**config.mk**
```make
export PLATFORM = sky130hd
export DESIGN_NAME = flasher_buzzer_with_button_menu
export DESIGN_NICKNAME = d
export VERILOG_FILES = /design/src/rtl/fbbm_pkg.sv /design/src/rtl/fbbm_csr.sv /design/src/rtl/fbbm_flasher.sv /design/src/rtl/fbbm_menu.sv /design/src/rtl/flasher_buzzer_with_button_menu.sv
export SDC_FILE = /design/constraint.sdc
export NUM_CORES = 1
export LEC_CHECK = 0
export BUFFER_PORTS_ARGS = -buffer_cell sky130_fd_sc_hd__buf_2
export CORE_ASPECT_RATIO = 0.9
export CORE_MARGIN = 1
export CORE_UTILIZATION = 50
export CTS_BUF_LIST = sky130_fd_sc_hd__clkbuf_4
export DETAILED_ROUTE_END_ITERATION = 10
export GPL_ROUTABILITY_DRIVEN = 0
export PLACE_DENSITY = 0.67
export SYNTH_ARGS = -nofsm -noshare
export SYNTH_HDL_FRONTEND = slang
export SYNTH_HIERARCHICAL = 1
export SYNTH_SLANG_ARGS = --single-unit
```
**constraint.sdc**
```tcl
create_clock -name clock -period 8.75 [get_ports clock]
set_input_delay 0.4375 -clock clock [delete_from_list [all_inputs] [get_ports clock]]
set_output_delay 0.4375 -clock clock [all_outputs]
set_load 0.02 [all_outputs]
```
**src/rtl/fbbm_pkg.sv**
```systemverilog
// Package for the flasher/buzzer block with its button menu.
// Word types, register set, menu mode codes and the duty reciprocal constant.
// No dependencies; imported by every module under rtl.
package fbbm_pkg;

   // Field widths
   localparam int unsigned PeriodW = 10;
   localparam int unsigned BuzzW   = 8;
   localparam int unsigned DutyW   = 7;
   localparam int unsigned HoldW   = 8;
   localparam int unsigned ModeW   = 2;

   // Menu modes
   localparam logic [ModeW-1:0] MODE_NORMAL = 2'd0;
   localparam logic [ModeW-1:0] MODE_PERIOD = 2'd1;
   localparam logic [ModeW-1:0] MODE_BUZZ   = 2'd2;

   // Register indexes
   localparam logic [2:0] REG_DUTY        = 3'd0;
   localparam logic [2:0] REG_MIN_PERIOD  = 3'd1;
   localparam logic [2:0] REG_MAX_PERIOD  = 3'd2;
   localparam logic [2:0] REG_MAX_BUZZ    = 3'd3;
   localparam logic [2:0] REG_MODE_HOLD   = 3'd4;
   localparam logic [2:0] REG_REPEAT_HOLD = 3'd5;

   // Register reset values
   localparam logic [DutyW-1:0]   DUTY_RESET        = 7'd50;
   localparam logic [PeriodW-1:0] MIN_PERIOD_RESET  = 10'd500;
   localparam logic [PeriodW-1:0] MAX_PERIOD_RESET  = 10'd1000;
   localparam logic [BuzzW-1:0]   MAX_BUZZ_RESET    = 8'd250;
   localparam logic [HoldW-1:0]   MODE_HOLD_RESET   = 8'd200;
   localparam logic [HoldW-1:0]   REPEAT_HOLD_RESET = 8'd10;

   // State reset values
   localparam logic [PeriodW-1:0] ON_LENGTH_RESET = 10'd400;
   localparam logic [PeriodW-1:0] PERIOD_RESET    = 10'd800;
   localparam logic [BuzzW-1:0]   BUZZ_RESET      = 8'd5;
   localparam logic [HoldW-1:0]   COUNT_MAX       = 8'hff;
   localparam logic [PeriodW-1:0] ON_LENGTH_MAX   = 10'd1023;

   // x / 100 == (x * DUTY_RECIP) >> DUTY_SHIFT, exact for x below 199728,
   // and period * duty stays below 129922
   localparam int unsigned  RecipW     = 18;
   localparam int unsigned  DutyKW     = DutyW + RecipW;
   localparam int unsigned  OnProdW    = PeriodW + DutyKW;
   localparam int unsigned  DUTY_SHIFT = 24;
   localparam logic [RecipW-1:0] DUTY_RECIP = 18'd167773;
   localparam logic [DutyKW-1:0] DUTY_K_RESET = DutyKW'(50 * 167773);

   // Input word
   typedef struct packed {
      logic minus_pressed;
      logic plus_pressed;
   } req_word_type;

   // Result word
   typedef struct packed {
      logic               light_on;
      logic               buzzer_level;
      logic [ModeW-1:0]   menu_mode;
      logic [PeriodW-1:0] period_now;
      logic [BuzzW-1:0]   buzz_now;
      logic               save_request;
   } rsp_word_type;

   // Register set as seen by the datapath
   typedef struct packed {
      logic [DutyW-1:0]   duty_percent;
      logic [DutyKW-1:0]  duty_k;
      logic [PeriodW-1:0] min_period;
      logic [PeriodW-1:0] max_period;
      logic [BuzzW-1:0]   max_buzz;
      logic [HoldW-1:0]   mode_hold;
      logic [HoldW-1:0]   repeat_hold;
   } cfg_type;

   // Flasher outputs for one tick
   typedef struct packed {
      logic light_on;
      logic buzzer_level;
   } flash_out_type;

   // Menu outputs for one tick, after the update
   typedef struct packed {
      logic [ModeW-1:0]   menu_mode;
      logic [PeriodW-1:0] period_length;
      logic [BuzzW-1:0]   buzz_length;
      logic               save_request;
   } menu_out_type;

endpackage

```
**src/rtl/fbbm_csr.sv**
```systemverilog
// Register file for the flasher block, written over an APB-style port.
// Also keeps duty_percent scaled by the reciprocal of 100 for the on-length product.
// Depends on fbbm_pkg.
module fbbm_csr
   import fbbm_pkg::*;
(
   input  logic        clock,
   input  logic        reset,
   input  logic        csr_psel,
   input  logic        csr_penable,
   input  logic        csr_pwrite,
   input  logic [4:0]  csr_paddr,
   input  logic [31:0] csr_pwdata,
   output logic [31:0] csr_prdata,
   output logic        csr_pready,
   output cfg_type     cfg
);

   logic [DutyW-1:0]   duty_ff,        duty_in;
   logic [DutyKW-1:0]  duty_k_ff,      duty_k_in;
   logic [PeriodW-1:0] min_period_ff,  min_period_in;
   logic [PeriodW-1:0] max_period_ff,  max_period_in;
   logic [BuzzW-1:0]   max_buzz_ff,    max_buzz_in;
   logic [HoldW-1:0]   mode_hold_ff,   mode_hold_in;
   logic [HoldW-1:0]   repeat_hold_ff, repeat_hold_in;
   logic               wr_en;
   logic [2:0]         reg_idx;

   assign csr_pready = 1'b1;
   assign wr_en      = csr_psel && csr_penable && csr_pwrite;
   assign reg_idx    = csr_paddr[4:2];

   // Decode the write
   always_comb begin
      duty_in        = duty_ff;
      duty_k_in      = duty_k_ff;
      min_period_in  = min_period_ff;
      max_period_in  = max_period_ff;
      max_buzz_in    = max_buzz_ff;
      mode_hold_in   = mode_hold_ff;
      repeat_hold_in = repeat_hold_ff;
      if (wr_en) begin
         unique case (reg_idx)
            REG_DUTY: begin
               duty_in   = csr_pwdata[DutyW-1:0];
               duty_k_in = DutyKW'(csr_pwdata[DutyW-1:0]) * DutyKW'(DUTY_RECIP);
            end
            REG_MIN_PERIOD:  min_period_in  = csr_pwdata[PeriodW-1:0];
            REG_MAX_PERIOD:  max_period_in  = csr_pwdata[PeriodW-1:0];
            REG_MAX_BUZZ:    max_buzz_in    = csr_pwdata[BuzzW-1:0];
            REG_MODE_HOLD:   mode_hold_in   = csr_pwdata[HoldW-1:0];
            REG_REPEAT_HOLD: repeat_hold_in = csr_pwdata[HoldW-1:0];
            default: ;
         endcase
      end
   end

   always_ff @(posedge clock) begin
      if (reset) begin
         duty_ff        <= DUTY_RESET;
         duty_k_ff      <= DUTY_K_RESET;
         min_period_ff  <= MIN_PERIOD_RESET;
         max_period_ff  <= MAX_PERIOD_RESET;
         max_buzz_ff    <= MAX_BUZZ_RESET;
         mode_hold_ff   <= MODE_HOLD_RESET;
         repeat_hold_ff <= REPEAT_HOLD_RESET;
      end else begin
         duty_ff        <= duty_in;
         duty_k_ff      <= duty_k_in;
         min_period_ff  <= min_period_in;
         max_period_ff  <= max_period_in;
         max_buzz_ff    <= max_buzz_in;
         mode_hold_ff   <= mode_hold_in;
         repeat_hold_ff <= repeat_hold_in;
      end
   end

   // Read back
   always_comb begin
      unique case (reg_idx)
         REG_DUTY:        csr_prdata = 32'(duty_ff);
         REG_MIN_PERIOD:  csr_prdata = 32'(min_period_ff);
         REG_MAX_PERIOD:  csr_prdata = 32'(max_period_ff);
         REG_MAX_BUZZ:    csr_prdata = 32'(max_buzz_ff);
         REG_MODE_HOLD:   csr_prdata = 32'(mode_hold_ff);
         REG_REPEAT_HOLD: csr_prdata = 32'(repeat_hold_ff);
         default:         csr_prdata = 32'd0;
      endcase
   end

   assign cfg.duty_percent = duty_ff;
   assign cfg.duty_k       = duty_k_ff;
   assign cfg.min_period   = min_period_ff;
   assign cfg.max_period   = max_period_ff;
   assign cfg.max_buzz     = max_buzz_ff;
   assign cfg.mode_hold    = mode_hold_ff;
   assign cfg.repeat_hold  = repeat_hold_ff;

endmodule

```
**src/rtl/fbbm_flasher.sv**
```systemverilog
// Flasher and buzzer: tick counter, on length and buzzer toggle state.
// Updates once per advanced tick using the period and buzz length before the menu runs.
// Depends on fbbm_pkg.
module fbbm_flasher
   import fbbm_pkg::*;
(
   input  logic               clock,
   input  logic               reset,
   input  logic               advance,
   input  logic [DutyKW-1:0]  duty_k,
   input  logic [PeriodW-1:0] period_length,
   input  logic [BuzzW-1:0]   buzz_length,
   output flash_out_type      flash_out
);

   logic [PeriodW-1:0] tick_ff,   tick_in;
   logic [PeriodW-1:0] on_len_ff, on_len_in;
   logic               buzz_ff,   buzz_in;
   logic [PeriodW:0]   tick_inc;
   logic [PeriodW:0]   off_ticks;
   logic [OnProdW-1:0] on_prod;
   logic [OnProdW-DUTY_SHIFT-1:0] on_quot;
   logic               light;
   logic               sound;
   logic               wrap;

   // Count and phase
   always_comb begin
      tick_inc  = {1'b0, tick_ff} + 1'b1;
      light     = tick_inc < {1'b0, on_len_ff};
      off_ticks = tick_inc - {1'b0, on_len_ff};
      sound     = light ? (tick_inc < (PeriodW + 1)'(buzz_length))
                        : (off_ticks < (PeriodW + 1)'(buzz_length));
      wrap      = tick_inc >= {1'b0, period_length};
   end

   // On length = period * duty / 100, saturated
   always_comb begin
      on_prod = OnProdW'(period_length) * OnProdW'(duty_k);
      on_quot = on_prod[OnProdW-1:DUTY_SHIFT];
      if (on_quot > (OnProdW - DUTY_SHIFT)'(ON_LENGTH_MAX)) begin
         on_len_in = ON_LENGTH_MAX;
      end else begin
         on_len_in = on_quot[PeriodW-1:0];
      end
      if (!wrap) begin
         on_len_in = on_len_ff;
      end
      tick_in = wrap ? '0 : tick_inc[PeriodW-1:0];
      buzz_in = sound ? ~buzz_ff : 1'b0;
   end

   always_ff @(posedge clock) begin
      if (reset) begin
         tick_ff   <= '0;
         on_len_ff <= ON_LENGTH_RESET;
         buzz_ff   <= 1'b0;
      end else if (advance) begin
         tick_ff   <= tick_in;
         on_len_ff <= on_len_in;
         buzz_ff   <= buzz_in;
      end
   end

   assign flash_out.light_on     = light;
   assign flash_out.buzzer_level = buzz_in;

endmodule

```
**src/rtl/fbbm_menu.sv**
```systemverilog
// Button menu: scan divider, saturating press counters, mode, period and buzz length.
// Runs the scan on every SCAN_TICKS-th advanced tick with that tick's buttons.
// Depends on fbbm_pkg.
module fbbm_menu
   import fbbm_pkg::*;
#(
   parameter int unsigned SCAN_TICKS = 10
) (
   input  logic               clock,
   input  logic               reset,
   input  logic               advance,
   input  req_word_type       buttons,
   input  cfg_type            cfg,
   output logic [PeriodW-1:0] period_cur,
   output logic [BuzzW-1:0]   buzz_cur,
   output menu_out_type       menu_out
);

   localparam int unsigned DivW = (SCAN_TICKS > 1) ? $clog2(SCAN_TICKS) : 1;
   localparam logic [DivW-1:0] DivLast = DivW'(SCAN_TICKS - 1);

   logic [DivW-1:0]    div_ff,    div_in;
   logic [HoldW-1:0]   minus_ff,  minus_in;
   logic [HoldW-1:0]   plus_ff,   plus_in;
   logic [ModeW-1:0]   mode_ff,   mode_in;
   logic [PeriodW-1:0] period_ff, period_in;
   logic [BuzzW-1:0]   buzz_ff,   buzz_in;
   logic [HoldW-1:0]   minus_cnt;
   logic [HoldW-1:0]   plus_cnt;
   logic [ModeW-1:0]   mode_nxt;
   logic [PeriodW-1:0] period_nxt;
   logic [BuzzW-1:0]   buzz_nxt;
   logic               both_held;
   logic               scan_hit;
   logic               save;

   assign scan_hit = (div_ff == DivLast);

   // Menu scan
   always_comb begin
      // saturating press counters
      if (!buttons.minus_pressed) begin
         minus_cnt = '0;
      end else if (minus_ff != COUNT_MAX) begin
         minus_cnt = minus_ff + 1'b1;
      end else begin
         minus_cnt = minus_ff;
      end
      if (!buttons.plus_pressed) begin
         plus_cnt = '0;
      end else if (plus_ff != COUNT_MAX) begin
         plus_cnt = plus_ff + 1'b1;
      end else begin
         plus_cnt = plus_ff;
      end

      // both held long enough: advance the mode, save when wrapping
      both_held = (minus_cnt >= cfg.mode_hold) && (plus_cnt >= cfg.mode_hold);
      mode_nxt  = mode_ff;
      save      = 1'b0;
      if (both_held) begin
         minus_cnt = '0;
         plus_cnt  = '0;
         if (mode_ff == MODE_BUZZ) begin
            mode_nxt = MODE_NORMAL;
            save     = 1'b1;
         end else begin
            mode_nxt = mode_ff + 1'b1;
         end
      end

      // step the selected setting with a single held button
      period_nxt = period_ff;
      buzz_nxt   = buzz_ff;
      if ((mode_nxt != MODE_NORMAL) && !((minus_cnt != '0) && (plus_cnt != '0))) begin
         if (minus_cnt > cfg.repeat_hold) begin
            if (mode_nxt == MODE_PERIOD) begin
               if (period_ff < cfg.max_period) period_nxt = period_ff + 1'b1;
            end else if (buzz_ff != '0) begin
               buzz_nxt = buzz_ff - 1'b1;
            end
         end else if (plus_cnt > cfg.repeat_hold) begin
            if (mode_nxt == MODE_PERIOD) begin
               if (period_ff > cfg.min_period) period_nxt = period_ff - 1'b1;
            end else if (buzz_ff < cfg.max_buzz) begin
               buzz_nxt = buzz_ff + 1'b1;
            end
         end
      end
   end

   // Apply on scan ticks only
   always_comb begin
      if (scan_hit) begin
         div_in    = '0;
         minus_in  = minus_cnt;
         plus_in   = plus_cnt;
         mode_in   = mode_nxt;
         period_in = period_nxt;
         buzz_in   = buzz_nxt;
      end else begin
         div_in    = div_ff + 1'b1;
         minus_in  = minus_ff;
         plus_in   = plus_ff;
         mode_in   = mode_ff;
         period_in = period_ff;
         buzz_in   = buzz_ff;
      end
   end

   always_ff @(posedge clock) begin
      if (reset) begin
         div_ff    <= '0;
         minus_ff  <= '0;
         plus_ff   <= '0;
         mode_ff   <= MODE_NORMAL;
         period_ff <= PERIOD_RESET;
         buzz_ff   <= BUZZ_RESET;
      end else if (advance) begin
         div_ff    <= div_in;
         minus_ff  <= minus_in;
         plus_ff   <= plus_in;
         mode_ff   <= mode_in;
         period_ff <= period_in;
         buzz_ff   <= buzz_in;
      end
   end

   assign period_cur             = period_ff;
   assign buzz_cur               = buzz_ff;
   assign menu_out.menu_mode     = mode_in;
   assign menu_out.period_length = period_in;
   assign menu_out.buzz_length   = buzz_in;
   assign menu_out.save_request  = scan_hit && save;

endmodule

```
**src/rtl/flasher_buzzer_with_button_menu.sv**
```systemverilog
// Top level of the flasher/buzzer block with button menu: input register,
// result register and the flasher, menu and register-file units.
// Depends on fbbm_pkg, fbbm_csr, fbbm_flasher and fbbm_menu.
//
//   channel | direction | handshake               | word
//   --------+-----------+-------------------------+-------------------------------
//   req     | in        | req_valid / req_stall   | req_word_type (two buttons)
//   rsp     | out       | rsp_valid / rsp_stall   | rsp_word_type (lamp, buzzer, menu)
//   csr     | in        | APB psel/penable/pready | six registers at 4*i
//
// One word per cycle sustained while rsp is not stalled; a word passes through the
// input register, then the tick update into the result register. The input
// register drains into the result register whenever that register is empty or
// being taken, so a waiting result does not block the next word. Synchronous
// reset clears the valid flags and unit state, not the payload registers.
// A stall on rsp backs up through req_stall only once both registers are full.
module flasher_buzzer_with_button_menu
   import fbbm_pkg::*;
#(
   parameter int unsigned SCAN_TICKS = 10
) (
   input  logic         clock,
   input  logic         reset,
   input  logic         req_valid,
   output logic         req_stall,
   input  req_word_type req_word,
   output logic         rsp_valid,
   input  logic         rsp_stall,
   output rsp_word_type rsp_word,
   input  logic         csr_psel,
   input  logic         csr_penable,
   input  logic         csr_pwrite,
   input  logic [4:0]   csr_paddr,
   input  logic [31:0]  csr_pwdata,
   output logic [31:0]  csr_prdata,
   output logic         csr_pready
);

   cfg_type       cfg;
   flash_out_type flash_out;
   menu_out_type  menu_out;
   logic [PeriodW-1:0] period_cur;
   logic [BuzzW-1:0]   buzz_cur;

   logic         in_valid_ff, in_valid_in;
   req_word_type in_word_ff;
   logic         out_valid_ff, out_valid_in;
   rsp_word_type out_word_ff, out_word_in;
   logic         advance;
   logic         req_take;

   // Handshake: move input register into result register when there is room
   assign advance   = in_valid_ff && (!out_valid_ff || !rsp_stall);
   assign req_stall = in_valid_ff && !advance;
   assign req_take  = req_valid && !req_stall;

   always_comb begin
      in_valid_in  = req_take || (in_valid_ff && !advance);
      out_valid_in = advance || (out_valid_ff && rsp_stall);
      out_word_in.light_on     = flash_out.light_on;
      out_word_in.buzzer_level = flash_out.buzzer_level;
      out_word_in.menu_mode    = menu_out.menu_mode;
      out_word_in.period_now   = menu_out.period_length;
      out_word_in.buzz_now     = menu_out.buzz_length;
      out_word_in.save_request = menu_out.save_request;
   end

   always_ff @(posedge clock) begin
      if (reset) begin
         in_valid_ff  <= 1'b0;
         out_valid_ff <= 1'b0;
      end else begin
         in_valid_ff  <= in_valid_in;
         out_valid_ff <= out_valid_in;
      end
   end

   // Payload registers
   always_ff @(posedge clock) begin
      if (req_take) begin
         in_word_ff <= req_word;
      end
      if (advance) begin
         out_word_ff <= out_word_in;
      end
   end

   assign rsp_valid = out_valid_ff;
   assign rsp_word  = out_word_ff;

   fbbm_csr u_csr (
      .clock       (clock),
      .reset       (reset),
      .csr_psel    (csr_psel),
      .csr_penable (csr_penable),
      .csr_pwrite  (csr_pwrite),
      .csr_paddr   (csr_paddr),
      .csr_pwdata  (csr_pwdata),
      .csr_prdata  (csr_prdata),
      .csr_pready  (csr_pready),
      .cfg         (cfg)
   );

   fbbm_flasher u_flasher (
      .clock         (clock),
      .reset         (reset),
      .advance       (advance),
      .duty_k        (cfg.duty_k),
      .period_length (period_cur),
      .buzz_length   (buzz_cur),
      .flash_out     (flash_out)
   );

   fbbm_menu #(
      .SCAN_TICKS (SCAN_TICKS)
   ) u_menu (
      .clock      (clock),
      .reset      (reset),
      .advance    (advance),
      .buttons    (in_word_ff),
      .cfg        (cfg),
      .period_cur (period_cur),
      .buzz_cur   (buzz_cur),
      .menu_out   (menu_out)
   );

   // Assertions
   a_save_leaves_menu: assert property (@(posedge clock) disable iff (reset)
      (out_valid_ff && out_word_ff.save_request) |-> (out_word_ff.menu_mode == MODE_NORMAL))
      else $error("save pulse without return to normal mode");

   a_mode_range: assert property (@(posedge clock) disable iff (reset)
      out_valid_ff |-> (out_word_ff.menu_mode <= MODE_BUZZ))
      else $error("menu mode out of range");

   a_stall_only_when_full: assert property (@(posedge clock) disable iff (reset)
      req_stall |-> (out_valid_ff && rsp_stall))
      else $error("input stalled while result register has room");

   a_advance_fills: assert property (@(posedge clock) disable iff (reset)
      advance |=> out_valid_ff)
      else $error("advanced word lost from result register");

endmodule
```
==> out/qor.csv <==
stage,metric,value,unit
clocking,clock_path_buffers,2,
timing,slew_headroom,0.201,
route,wl,51.8,mm
setup_path,start_kind,flop,
timing,drv_slew,0,
route,vias_per_cell,5.67,
power,peakVddDrop,0.0876,mV
floorplan,coreArea,0.0406,mm²
route,num_vias,16738,
setup_path,required,9350,ps
power,power_density,98.2,mW/mm²
hold_path,hold-path-endpoint,rsp_valid$_SDFF_PP0_,
setup_path,crit_fanout,12,
synthesis,postSynthCellCount,2421,
timing,tightestPinTransition,1200,ps
timing,rsz0062_at_grt,no,
setup_path,r2r-start,u_menu/plus_ff[0]$_SDFFE_PP0P_,
timing,worst_slack,2070,ps
floorplan,ios,104,
floorplan,chipWidth,215,µm
setup_path,r2r_cells,20,
clocking,cts-root-buf,clkbuf_4,
timing,finalClockSkew,30.9,ps
cells_and_area,drive_gt1_frac,0.0730,
cells_and_area,area_growth,3.99,%
clocking,cts_tree,yes,
floorplan,initial_core_util,0.506,
floorplan,die_h,194,µm
setup_path,worstPathArrival,7280,ps
power,intPower,0.00124,W
placed_design,hpwl,39.0,mm
timing,setup_tns,0,ps
global_route,antenna_found_initial,2,
timing,fmax,150,MHz
synthesis,netlist_area,0.0205,mm²
power,p_clk_frac,0.228,
setup_path,timing.rr.end,u_menu/buzz_cur[5]$_SDFFE_PP0P_,
floorplan,die_area,0.0418,mm²
global_route,grt_util_all_layers,0.255,
route,drt_iter0_drc,1123,
placed_design,pre_cts_ws,2340,ps
power,power_frac_comb,0.397,
clocking,cts_resized,0,
clocking,path_clk_slew,160,ps
timing,final.period_utilization,0.763,
hold_path,worst_hold_path.num_cells,3,
power,p_switching,0.000859,W
setup_path,r2r_slack,2070,ps
clocking,numCtsBuffers,17,
route,drc,0,
hold_path,hold_path_class,primary input to flop,
floorplan,rows,70,
setup_path,path_class,flop to flop,
power,totalPowerFinal,0.00210,W
timing,setup_viol,0,
hold_path,worstHoldStart,rsp_stall,
power,seq_power_share,0.374,
clocking,cts_sinks,162,
clocking,clock_latency,660,ps
cells_and_area,final_common_cell,inv_1,
power,leakage,10.1,nW
global_route,first_global_vias,16888,
synthesis,synth_area_per_cell,8.47,µm²
route,routedWlPerCell,17.5,µm
route,firstDrtPassIters,5,
global_route,grt_pass1_wl,86.1,mm
timing,min_period,6680,ps
cells_and_area,final_cell_mix,"inv_1, nand2_1, ha_1",
outcome,status,"finished, final reports clean",
global_route,grt-ovfl-total,0,
placed_design,dp.cells,2914,
cells_and_area,final_cells,2954,
synthesis,ys_warn_count,6,
clocking,htree_levels,4,
global_route,grt_max_degree,64,
job,maxCapViolCount,0,
cells_and_area,layout.nets,2883,
setup_path,cp-end-kind,flop,
route,final_antenna_net_count,0,
power,swShare,0.410,
cells_and_area,final_core_util,0.526,
placed_design,port_buffers,56,
timing,hold_viol,0,
## metal layers
metal	part of all wire	track usage	wire, µm	vias up
met1	0.46	0.356	24100	8181
met5	0	0	0	-
met4	0.015	0.0717	789	0
met2	0.47	0.414	24100	490
met3	0.054	0.0307	2790	53
li1	-	-	-	8014
## critical path, stage by stage, from the launching register on
cell and delay, ps:
dfxtp_1 470, ha_1 280, nand4_1 160, or2_0 340, mux2i_1 240, nor2_1 70, ha_1 290, nor2b_1 140
o211a_1 160, o311ai_2 110, a21oi_1 740, nor2_1 180, ha_1 380, nand2_1 70, o21ai_0 270, mux2i_1 160
a21oi_1 860, nand3_1 620, o32a_1 520, or4_1 400, a21oi_1 150
## metrics by stage
step | cell area, µm² | hold WS, ps
after CTS | 21300 | 7.73
after floorplan | 20600 | 431
after global placement | 21000 | 453
final | 21300 | 86.8
after global routing | 21300 | 54.9
after detailed placement | 21000 | 459
## state kept, by name, summed over array words and instances, names as in the netlist
| name | flops |
|---|---|
| u_csr/duty_ff | 7 |
| u_csr/min_period_ff | 10 |
| u_csr/mode_hold_ff | 8 |
| u_flasher/buzz_ff | 1 |
| u_menu/minus_ff | 8 |
| u_menu/period_cur | 10 |
| u_menu/div_ff | 4 |
| u_menu/buzz_cur | 8 |
| in_word_ff | 2 |
| u_csr/duty_k_ff | 23 |
| u_csr/max_period_ff | 10 |
| u_flasher/tick_ff | 10 |
| u_menu/plus_ff | 8 |
| u_menu/mode_ff | 2 |
| rsp_word | 23 |
| u_csr/max_buzz_ff | 8 |
| u_csr/repeat_hold_ff | 8 |
| u_flasher/on_len_ff | 10 |
| in_valid_ff | 1 |
| rsp_valid | 1 |
## layout make-up
type | instances | area (µm²)
repair buffers | 77 | 455
flip-flops and latches | 162 | 3490
well taps | 540 | 676
clock buffers | 17 | 128
multi-input cells | 1831 | 15300
inverters | 310 | 1160
clock inverters | 15 | 146
fillers | 3743 | 19200
diodes | 2 | 5.00
## worst max path at each step
stage / startpoint / endpoint / depth (start not counted)
after global routing: u_menu/plus_ff[0]$_SDFFE_PP0P_ / u_menu/buzz_cur[5]$_SDFFE_PP0P_ / 20
after detailed placement: u_menu/plus_ff[0]$_SDFFE_PP0P_ / u_menu/buzz_cur[5]$_SDFFE_PP0P_ / 20
final: u_menu/plus_ff[0]$_SDFFE_PP0P_ / u_menu/buzz_cur[5]$_SDFFE_PP0P_ / 20
after global placement: u_menu/plus_ff[0]$_SDFFE_PP0P_ / u_menu/buzz_cur[5]$_SDFFE_PP0P_ / 20
after CTS: u_menu/plus_ff[0]$_SDFFE_PP0P_ / u_menu/buzz_cur[5]$_SDFFE_PP0P_ / 20
after floorplan: u_menu/period_cur[3]$_SDFFE_PP0P_ / u_flasher/on_len_ff[1]$_SDFFE_PP0P_ / 21
## power groups by stage
stage	Combinational (W)	Sequential (W)	Clock, W
3_5_place_dp	0.000817	0.000800	0
3_3_place_gp	0.000801	0.000800	0
4_1_cts	0.000826	0.000784	0.000499
2_1_floorplan	0.000646	0.000794	0
5_1_grt	0.000939	0.000787	0.000522
6_report	0.000832	0.000784	0.000479
## repair_timing
item,CTS,global route
hold endpoints to repair,11,0
hold buffers,6,0
buffers inserted,0,0
No activity file was read; power rests on OpenSTA's default activity.
